`src/design/lbd_pkg.sv`:
```
package lbd_pkg;

    // samples that make one group, and the ladder reading width
    localparam int SAMPLES_PER_UPDATE = 3;
    localparam int ADC_BITS           = 12;

    localparam int GROUP_CNT_W = (SAMPLES_PER_UPDATE > 1) ? $clog2(SAMPLES_PER_UPDATE) : 1;
    localparam logic [GROUP_CNT_W-1:0] GROUP_LAST = GROUP_CNT_W'(SAMPLES_PER_UPDATE - 1);

    localparam int NUM_BUTTONS = 7;
    localparam int TIME_W      = 32;
    localparam int CFG_DATA_W  = 16;
    localparam int CFG_IDX_W   = 3;
    localparam int LEVEL_W     = 12;
    localparam int DEBOUNCE_W  = 16;

    // button index that an inject ignores
    localparam logic [2:0] BUTTON_NONE = 3'd7;

    typedef logic [NUM_BUTTONS-1:0] mask_t;

    typedef enum logic [1:0] {
        CMD_SAMPLE = 2'd0,
        CMD_INJECT = 2'd1,
        CMD_FLUSH  = 2'd2,
        CMD_NOP    = 2'd3
    } cmd_t;

    // configuration register indexes
    localparam logic [CFG_IDX_W-1:0] CFG_NO_BUTTON_LEVEL = 3'd0;
    localparam logic [CFG_IDX_W-1:0] CFG_LADDER1_THR_A   = 3'd1;
    localparam logic [CFG_IDX_W-1:0] CFG_LADDER1_THR_B   = 3'd2;
    localparam logic [CFG_IDX_W-1:0] CFG_LADDER1_THR_C   = 3'd3;
    localparam logic [CFG_IDX_W-1:0] CFG_LADDER2_THR     = 3'd4;
    localparam logic [CFG_IDX_W-1:0] CFG_GUARD_BAND      = 3'd5;
    localparam logic [CFG_IDX_W-1:0] CFG_DEBOUNCE_MS     = 3'd6;

    // decoded sample held between the two register stages
    typedef struct packed {
        cmd_t                  cmd;
        mask_t                 mask;
        logic [TIME_W-1:0]     now_ms;
        logic [2:0]            button;
    } sample_t;

endpackage

```
`src/design/ladder_button_debouncer.sv`:
```
// Ladder button decoder with group sampling and debounce. Every word on the s_ channel is
// decoded in the first stage into a 7-bit button mask (ladder 1 gives buttons 0-3,
// ladder 2 gives buttons 4-5, power_low gives button 6); readings within guard_band of a
// range edge count as no button. The second stage collects SAMPLES_PER_UPDATE sample words
// into a group, runs stable groups through the debounce timer and puts one result word on
// the m_ channel per completed group. Inject and flush words, and samples that do not close
// a group, give no result. Decoded words and results are both registered, and one word is
// taken every cycle while m_ready keeps up, set by the single state update in the second
// stage. Configuration is written through cfg_wr_en/cfg_index/cfg_data, by the user only
// while idle; the block does not enforce this. Writes to index 7 are ignored.
module ladder_button_debouncer (
    input  logic                                  aclk,
    input  logic                                  aresetn,
    input  logic                                  cfg_wr_en,
    input  logic [lbd_pkg::CFG_IDX_W-1:0]         cfg_index,
    input  logic [lbd_pkg::CFG_DATA_W-1:0]        cfg_data,
    input  logic                                  s_valid,
    output logic                                  s_ready,
    input  logic [1:0]                            s_command,
    input  logic [lbd_pkg::ADC_BITS-1:0]          s_adc_ladder1,
    input  logic [lbd_pkg::ADC_BITS-1:0]          s_adc_ladder2,
    input  logic                                  s_power_low,
    input  logic [lbd_pkg::TIME_W-1:0]            s_now_ms,
    input  logic [2:0]                            s_button,
    output logic                                  m_valid,
    input  logic                                  m_ready,
    output logic [lbd_pkg::NUM_BUTTONS-1:0]       m_pressed,
    output logic [lbd_pkg::NUM_BUTTONS-1:0]       m_released,
    output logic [lbd_pkg::NUM_BUTTONS-1:0]       m_held_now,
    output logic [lbd_pkg::TIME_W-1:0]            m_held_ms,
    output logic                                  m_reading_stable
);

    // configuration registers
    logic [lbd_pkg::LEVEL_W-1:0]    no_button_level_reg;
    logic [lbd_pkg::LEVEL_W-1:0]    thr_a_reg;
    logic [lbd_pkg::LEVEL_W-1:0]    thr_b_reg;
    logic [lbd_pkg::LEVEL_W-1:0]    thr_c_reg;
    logic [lbd_pkg::LEVEL_W-1:0]    thr2_reg;
    logic [lbd_pkg::LEVEL_W-1:0]    guard_reg;
    logic [lbd_pkg::DEBOUNCE_W-1:0] debounce_ms_reg;

    // first stage: decoded sample word
    logic               s1_valid_reg;
    lbd_pkg::sample_t   s1_reg;
    lbd_pkg::sample_t   s1_next;
    logic               s1_fire;

    // debounce and group state
    lbd_pkg::mask_t                     debounced_reg, debounced_next;
    lbd_pkg::mask_t                     last_reading_reg, last_reading_next;
    lbd_pkg::mask_t                     pending_reg, pending_next;
    logic [lbd_pkg::TIME_W-1:0]         dstart_reg, dstart_next;
    logic [lbd_pkg::TIME_W-1:0]         pstart_reg, pstart_next;
    logic [lbd_pkg::TIME_W-1:0]         pfinish_reg, pfinish_next;
    lbd_pkg::mask_t                     gfirst_reg, gfirst_next;
    logic                               gmismatch_reg, gmismatch_next;
    logic [lbd_pkg::GROUP_CNT_W-1:0]    gcount_reg, gcount_next;
    logic [lbd_pkg::TIME_W-1:0]         gtime_reg, gtime_next;

    // result register
    logic                               m_valid_reg;
    lbd_pkg::mask_t                     pressed_reg, pressed_next;
    lbd_pkg::mask_t                     released_reg, released_next;
    lbd_pkg::mask_t                     held_now_reg;
    logic [lbd_pkg::TIME_W-1:0]         held_ms_reg, held_ms_next;
    logic                               stable_reg, stable_next;
    logic                               result_next;

    // {in range, too close to an edge}
    function automatic logic [1:0] range_check(
        input logic [lbd_pkg::ADC_BITS-1:0] v,
        input logic [lbd_pkg::LEVEL_W-1:0]  hi,
        input logic [lbd_pkg::LEVEL_W-1:0]  lo,
        input logic                         bottom,
        input logic [lbd_pkg::LEVEL_W-1:0]  g
    );
        logic in_rng;
        logic reject;
        in_rng = (bottom || (lo < v)) && (v <= hi);
        reject = ((hi - v) < g) || (!bottom && ((v - lo) < g));
        return {in_rng, reject};
    endfunction

    // ---------------------------------------------------------------
    // configuration writes
    // ---------------------------------------------------------------
    always_ff @(posedge aclk) begin
        if (!aresetn) begin
            no_button_level_reg <= 12'd3800;
            thr_a_reg           <= 12'd3100;
            thr_b_reg           <= 12'd2090;
            thr_c_reg           <= 12'd750;
            thr2_reg            <= 12'd1120;
            guard_reg           <= 12'd50;
            debounce_ms_reg     <= 16'd5;
        end else if (cfg_wr_en) begin
            case (cfg_index)
                lbd_pkg::CFG_NO_BUTTON_LEVEL: no_button_level_reg <= cfg_data[11:0];
                lbd_pkg::CFG_LADDER1_THR_A:   thr_a_reg           <= cfg_data[11:0];
                lbd_pkg::CFG_LADDER1_THR_B:   thr_b_reg           <= cfg_data[11:0];
                lbd_pkg::CFG_LADDER1_THR_C:   thr_c_reg           <= cfg_data[11:0];
                lbd_pkg::CFG_LADDER2_THR:     thr2_reg            <= cfg_data[11:0];
                lbd_pkg::CFG_GUARD_BAND:      guard_reg           <= cfg_data[11:0];
                lbd_pkg::CFG_DEBOUNCE_MS:     debounce_ms_reg     <= cfg_data;
                default: ;
            endcase
        end
    end

    // ---------------------------------------------------------------
    // stage 1: ladder decode from the input ports
    // ---------------------------------------------------------------
    logic [1:0] l1_r0, l1_r1, l1_r2, l1_r3, l2_r0, l2_r1;
    lbd_pkg::mask_t sample_mask;

    always_comb begin
        l1_r0 = range_check(s_adc_ladder1, no_button_level_reg, thr_a_reg, 1'b0, guard_reg);
        l1_r1 = range_check(s_adc_ladder1, thr_a_reg, thr_b_reg, 1'b0, guard_reg);
        l1_r2 = range_check(s_adc_ladder1, thr_b_reg, thr_c_reg, 1'b0, guard_reg);
        l1_r3 = range_check(s_adc_ladder1, thr_c_reg, thr_c_reg, 1'b1, guard_reg);
        l2_r0 = range_check(s_adc_ladder2, no_button_level_reg, thr2_reg, 1'b0, guard_reg);
        l2_r1 = range_check(s_adc_ladder2, thr2_reg, thr2_reg, 1'b1, guard_reg);

        sample_mask = '0;
        // first range that holds the reading wins, guard band may still veto it
        if (l1_r0[1]) begin
            sample_mask[0] = !l1_r0[0];
        end else if (l1_r1[1]) begin
            sample_mask[1] = !l1_r1[0];
        end else if (l1_r2[1]) begin
            sample_mask[2] = !l1_r2[0];
        end else if (l1_r3[1]) begin
            sample_mask[3] = !l1_r3[0];
        end
        if (l2_r0[1]) begin
            sample_mask[4] = !l2_r0[0];
        end else if (l2_r1[1]) begin
            sample_mask[5] = !l2_r1[0];
        end
        sample_mask[6] = s_power_low;

        s1_next.cmd    = lbd_pkg::cmd_t'(s_command);
        s1_next.mask   = sample_mask;
        s1_next.now_ms = s_now_ms;
        s1_next.button = s_button;
    end

    // stage 1 moves on whenever the result register is free or being drained
    assign s1_fire = s1_valid_reg && (!m_valid_reg || m_ready);
    assign s_ready = !s1_valid_reg || s1_fire;

    always_ff @(posedge aclk) begin
        if (!aresetn) begin
            s1_valid_reg <= 1'b0;
        end else if (s_ready) begin
            s1_valid_reg <= s_valid;
        end
    end

    always_ff @(posedge aclk) begin
        if (s_valid && s_ready) begin
            s1_reg <= s1_next;
        end
    end

    // ---------------------------------------------------------------
    // stage 2: grouping, debounce and result
    // ---------------------------------------------------------------
    lbd_pkg::mask_t             g_first;
    logic                       g_mismatch;
    logic [lbd_pkg::TIME_W-1:0] g_time;
    logic [lbd_pkg::TIME_W-1:0] since_change;
    lbd_pkg::mask_t             new_press;
    lbd_pkg::mask_t             new_release;
    logic                       edge_ok;

    always_comb begin
        debounced_next    = debounced_reg;
        last_reading_next = last_reading_reg;
        pending_next      = pending_reg;
        dstart_next       = dstart_reg;
        pstart_next       = pstart_reg;
        pfinish_next      = pfinish_reg;
        gfirst_next       = gfirst_reg;
        gmismatch_next    = gmismatch_reg;
        gcount_next       = gcount_reg;
        gtime_next        = gtime_reg;
        result_next       = 1'b0;
        pressed_next      = '0;
        released_next     = '0;
        stable_next       = 1'b0;
        held_ms_next      = '0;

        // group so far, including this sample
        if (gcount_reg == '0) begin
            g_first    = s1_reg.mask;
            g_mismatch = 1'b0;
            g_time     = s1_reg.now_ms;
        end else begin
            g_first    = gfirst_reg;
            g_mismatch = gmismatch_reg || (s1_reg.mask != gfirst_reg);
            g_time     = gtime_reg;
        end

        since_change = '0;
        new_press    = '0;
        new_release  = '0;
        edge_ok      = 1'b0;

        case (s1_reg.cmd)
            lbd_pkg::CMD_INJECT: begin
                if (s1_reg.button != lbd_pkg::BUTTON_NONE) begin
                    pending_next = pending_reg | lbd_pkg::mask_t'(7'd1 << s1_reg.button);
                end
            end
            lbd_pkg::CMD_FLUSH: begin
                debounced_next    = s1_reg.mask;
                last_reading_next = s1_reg.mask;
                pending_next      = '0;
                dstart_next       = s1_reg.now_ms;
                pstart_next       = s1_reg.now_ms;
                pfinish_next      = s1_reg.now_ms;
                gcount_next       = '0;
                gmismatch_next    = 1'b0;
            end
            lbd_pkg::CMD_SAMPLE: begin
                gfirst_next    = g_first;
                gmismatch_next = g_mismatch;
                gtime_next     = g_time;
                if (gcount_reg == lbd_pkg::GROUP_LAST) begin
                    gcount_next = '0;
                    result_next = 1'b1;
                    stable_next = !g_mismatch;
                    if (!g_mismatch) begin
                        // a changed reading restarts the debounce timer
                        if (g_first != last_reading_reg) begin
                            dstart_next       = g_time;
                            last_reading_next = g_first;
                        end
                        since_change = g_time - dstart_next;
                        edge_ok = (since_change > {16'd0, debounce_ms_reg})
                                  && (g_first != debounced_reg);
                        if (edge_ok) begin
                            new_press   = g_first & ~debounced_reg;
                            new_release = debounced_reg & ~g_first;
                            if ((new_press != '0) && (debounced_reg == '0)) begin
                                pstart_next = g_time;
                            end
                            if ((new_release != '0) && (g_first == '0)) begin
                                pfinish_next = g_time;
                            end
                            debounced_next = g_first;
                        end
                    end
                    pressed_next  = new_press | pending_reg;
                    released_next = new_release;
                    pending_next  = '0;
                    held_ms_next  = (debounced_next != '0) ? (s1_reg.now_ms - pstart_next)
                                                           : (pfinish_next - pstart_next);
                end else begin
                    gcount_next = gcount_reg + 1'b1;
                end
            end
            default: ;
        endcase
    end

    always_ff @(posedge aclk) begin
        if (!aresetn) begin
            debounced_reg    <= '0;
            last_reading_reg <= '0;
            pending_reg      <= '0;
            dstart_reg       <= '0;
            pstart_reg       <= '0;
            pfinish_reg      <= '0;
            gfirst_reg       <= '0;
            gmismatch_reg    <= 1'b0;
            gcount_reg       <= '0;
            gtime_reg        <= '0;
        end else if (s1_fire) begin
            debounced_reg    <= debounced_next;
            last_reading_reg <= last_reading_next;
            pending_reg      <= pending_next;
            dstart_reg       <= dstart_next;
            pstart_reg       <= pstart_next;
            pfinish_reg      <= pfinish_next;
            gfirst_reg       <= gfirst_next;
            gmismatch_reg    <= gmismatch_next;
            gcount_reg       <= gcount_next;
            gtime_reg        <= gtime_next;
        end
    end

    // result word register
    always_ff @(posedge aclk) begin
        if (!aresetn) begin
            m_valid_reg <= 1'b0;
        end else if (s1_fire && result_next) begin
            m_valid_reg <= 1'b1;
        end else if (m_ready) begin
            m_valid_reg <= 1'b0;
        end
    end

    always_ff @(posedge aclk) begin
        if (s1_fire && result_next) begin
            pressed_reg  <= pressed_next;
            released_reg <= released_next;
            held_now_reg <= debounced_next;
            held_ms_reg  <= held_ms_next;
            stable_reg   <= stable_next;
        end
    end

    assign m_valid          = m_valid_reg;
    assign m_pressed        = pressed_reg;
    assign m_released       = released_reg;
    assign m_held_now       = held_now_reg;
    assign m_held_ms        = held_ms_reg;
    assign m_reading_stable = stable_reg;

endmodule

```
`config.mk`:
```
export PLATFORM = sky130hd
export DESIGN_NAME = ladder_button_debouncer
export DESIGN_NICKNAME = d
export VERILOG_FILES = /design/src/design/lbd_pkg.sv /design/src/design/ladder_button_debouncer.sv
export SDC_FILE = /design/constraint.sdc
export NUM_CORES = 1
export LEC_CHECK = 0
export ABC_AREA = 1
export ABC_CLOCK_PERIOD_IN_PS = 9300
export BUFFER_PORTS_ARGS = -buffer_cell sky130_fd_sc_hd__buf_2
export CORE_ASPECT_RATIO = 1.75
export CORE_MARGIN = 2
export CORE_UTILIZATION = 60
export CTS_CLUSTER_SIZE = 16
export DETAILED_ROUTE_END_ITERATION = 7
export GPL_ROUTABILITY_DRIVEN = 0
export PLACE_DENSITY = 0.8
export SYNTH_ARGS = -nofsm -noshare
export SYNTH_HDL_FRONTEND = slang
export SYNTH_SLANG_ARGS = --single-unit
```
`constraint.sdc`:
```
create_clock -name aclk -period 9.3 [get_ports aclk]
set_clock_uncertainty 0.05 [all_clocks]
set_input_delay 0.465 -clock aclk [delete_from_list [all_inputs] [get_ports aclk]]
set_output_delay 0.465 -clock aclk [all_outputs]
set_load 0.005 [all_outputs]
```
==> results by group <==
Outcome
  • Result of the run: finished, final reports clean

Critical path
  • Required time worst endpoint: 9.64 ns
  • Arrival time of data at the critical path endpoint: 8.98 ns
  • Most common cell on crit path: nand2_1
  • Peak fanout along the critical path: 32
  • Worst stage delay on the critical path: 0.39 ns
  • Sort of element at the start of the critical path: register
  • Depth of the worst register-to-register path: 58
  • Endpoint type of the worst setup path: register
  • Library cell contributing the largest single delay on the critical path: ha_1
  • CP Class: reg2reg

Timing
  • Smallest setup slack after layout: 0.664 ns
  • Total count of max-transition violations in the final report: 0
  • Final-report setup violation count: 0
  • Final hold violation count: 0
  • Achievable clock frequency: 116 MHz
  • Slew of the pin with the lowest slew margin: 1.13 ns
  • Sum of negative setup slack: 0 ns
  • Post-route fraction of the period consumed by the critical path: 92.9%
  • Final critical-path required period: 8.64 ns
  • Slew HR: 24.5%

Finish
  • Final Net Count: 4271
  • Fillers: 3925
  • Most frequent standard cell in the layout excluding fill and tap cells: nand2_1
  • Post-Layout Inst Area: 29400 sq um
  • Most frequent cells in the layout: nand2_1, inv_1, a21oi_1
  • Area growth from synthesis to layout: 9.64%
  • Layout cell share with drive strength beyond 1: 8.84%
  • Area occupied by registers: 7930 sq um
  • Area of the multi-input gates: 16500 sq um
  • Number of flip-flops under the largest register name: 44
  • Final core utilization: 66.6%

Global routing
  • Vias in the first global route: 25.5k
  • Total congestion overflow: 0
  • First-pass GRT wire length: 126000 um
  • Total GRT Usage: 33.7%
  • Maximum number of pins on one net before global-route repair: 73
  • Number of antenna violations at the first check in global routing: 4

Die
  • Rows: 102
  • Io pins: 142
  • Die span in y: 284 um
  • Horizontal die dimension: 164 um
  • Total die area: 46500 sq um
  • Initial core utilization: 60.8%
  • Placeable Area: 44200 sq um

Synth
  • Post-synthesis register bit count: 347
  • Mean cell area of the mapped netlist: 7.12 sq um
  • Dominant synthesized flop cell: dfxtp_1
  • Mapped Cells: 3770
  • Summed instance area of the synthesized netlist: 26800 sq um
  • Sequential-to-total area share from yosys stat: 29.5%
  • Number of flops mapped to enable cells by yosys: 98
  • Unique masters post-synth: 59
  • Post-synth ARST share: 0%
  • Syn nets: 4179
  • Number of warning messages in the yosys log: 0

Drt
  • Drt total wl: 80300 um
  • Number of nets with antenna violations after routing: 0
  • Routed length per instance: 18.0 um
  • Detailed-route vias per instance: 5.90
  • Drt first pass iters: 6
  • Number of remaining DRC errors: 0
  • Starting DRC count in detailed routing: 2010
  • Via total after detailed routing: 26.3k

Power and ir drop
  • Total power density per cell area: 169 nW/um^2
  • Worst ir drop on vdd: 0.000215 V
  • Lkg Pwr: 13.8 nW

Clock tree
  • CTS max path bufs: 3
  • Number of buffers created by CTS: 36
  • Clock H-tree levels: 2
  • Clock transition at the registers of the reported paths: 0.06 ns
  • CTS Root Buffer Type: clkbuf_16
  • Worst-skew pair later-pin latency: 0.55 ns
  • Clock tree from TritonCTS: built
  • Clk sink count: 347
  • CTS Hold Buffers Added: 0

Place
  • Detailed placer's ending HPWL: 60700 um
  • Count of buffers inserted at the top-level ports: 141
  • Pre-CTS worst setup slack: -0.0428 ns
  • Post-DP Area: 28000 sq um

Min path
  • Number of cells traversed by the worst hold path: 1
  • Class of the tightest hold or removal check: in2reg

Flow run
  • Max Cap Violations: 0
-- timing repair --
item	4_1_cts	5_1_grt
setup buffers	0	14
pin swaps	0	8
gates cloned	0	2
endpoints found under the setup margin	3	13
resized for setup	4	35
-- through the flow --
| stage | total power [mW] | instances | hold slack, ns |
|---|---|---|---|
| floorplan | 2.96 | 3770 | 0.385 |
| global placement | 3.36 | 4380 | 0.394 |
| detailed placement | 3.39 | 4380 | 0.401 |
| CTS | 4.93 | 4446 | 0.0260 |
| global route | 5.29 | 4463 | 0.0302 |
| finish | 4.98 | 4463 | 0.0400 |
-- area by class of cell --
| cell class | count | area share [%] |
|---|---|---|
| clock inverters | 15 | 0.744 |
| well taps | 572 | 2.43 |
| flip-flops and latches | 347 | 27.0 |
| repair buffers | 198 | 3.93 |
| multi-input cells | 2793 | 56.2 |
| clock buffers | 51 | 3.48 |
| diodes | 1 | 0.00851 |
| inverters | 486 | 6.23 |
-- critical path, delay by kind of cell (launching register included) --
kind | cells | cell delay, ns
adders and majority gates | 3 | 0.95
AOI/OAI and AO/OA | 18 | 3.00
buffers and inverters | 9 | 1.09
DFF | 1 | 0.37
and+or+nand+nor | 28 | 2.96
-- power by group --
part           total (mW)  switching, mW  internal [mW]
registers            1.65         0.0396           1.61
clock network        1.54          0.644          0.893
logic                1.79           1.13          0.656
-- path summary, 6_finish.rpt --
path	from	end	slack [ns]
max	gcount_reg[0]	m_held_ms[28]	0.66
min reg2reg	debounce_ms_reg[10]	debounce_ms_reg[10]	0.41
min	s_now_ms[22]	s1_reg[25]	0.04
max reg2reg	gcount_reg[0]	m_held_ms[28]	0.66
-- cells in the mapped netlist (all sizes together), types with 17 or more instances --
cell type | n | area, sq um
or2 | 49 | 307
o21ai | 434 | 2190
nand4 | 53 | 365
clkbuf | 110 | 413
ha | 312 | 3900
a31oi | 27 | 169
dfxtp | 249 | 4980
o211ai | 29 | 218
nand2 | 782 | 3000
buf | 36 | 240
xor2 | 97 | 850
nand3 | 112 | 578
nor3 | 18 | 90.1
a211oi | 18 | 135
xnor2 | 23 | 201
o221ai | 17 | 149
edfxtp | 98 | 2940
nor2 | 274 | 1090
inv | 481 | 1810
a21oi | 438 | 2190
-- cell families (layout without fill, tap and decap cells) --
family,Yosys count,count (layout),share of synthesized area [%]
flip-flops,347,347,29.5
XOR/XNOR,120,120,3.92
AO/OA/AOI/OAI,1045,1045,21.3
AND/OR/NAND/NOR,1303,1305,20.6
buffers and inverters,632,750,9.25
other,0,1,0
adder cells (fa/ha/maj),323,323,15.4
-- layer usage --
layer	routed length (um)	GRT usage, %	share of wire [%]	vias to the layer above
met4	6780	24.7	8.4	2
met2	40200	60.4	50	1118
met5	13	0	0.016	-
met3	5030	4.57	6.3	380
met1	28300	35.2	35	11965
li1	-	-	-	12850
Power figures use the tool's default switching activity.
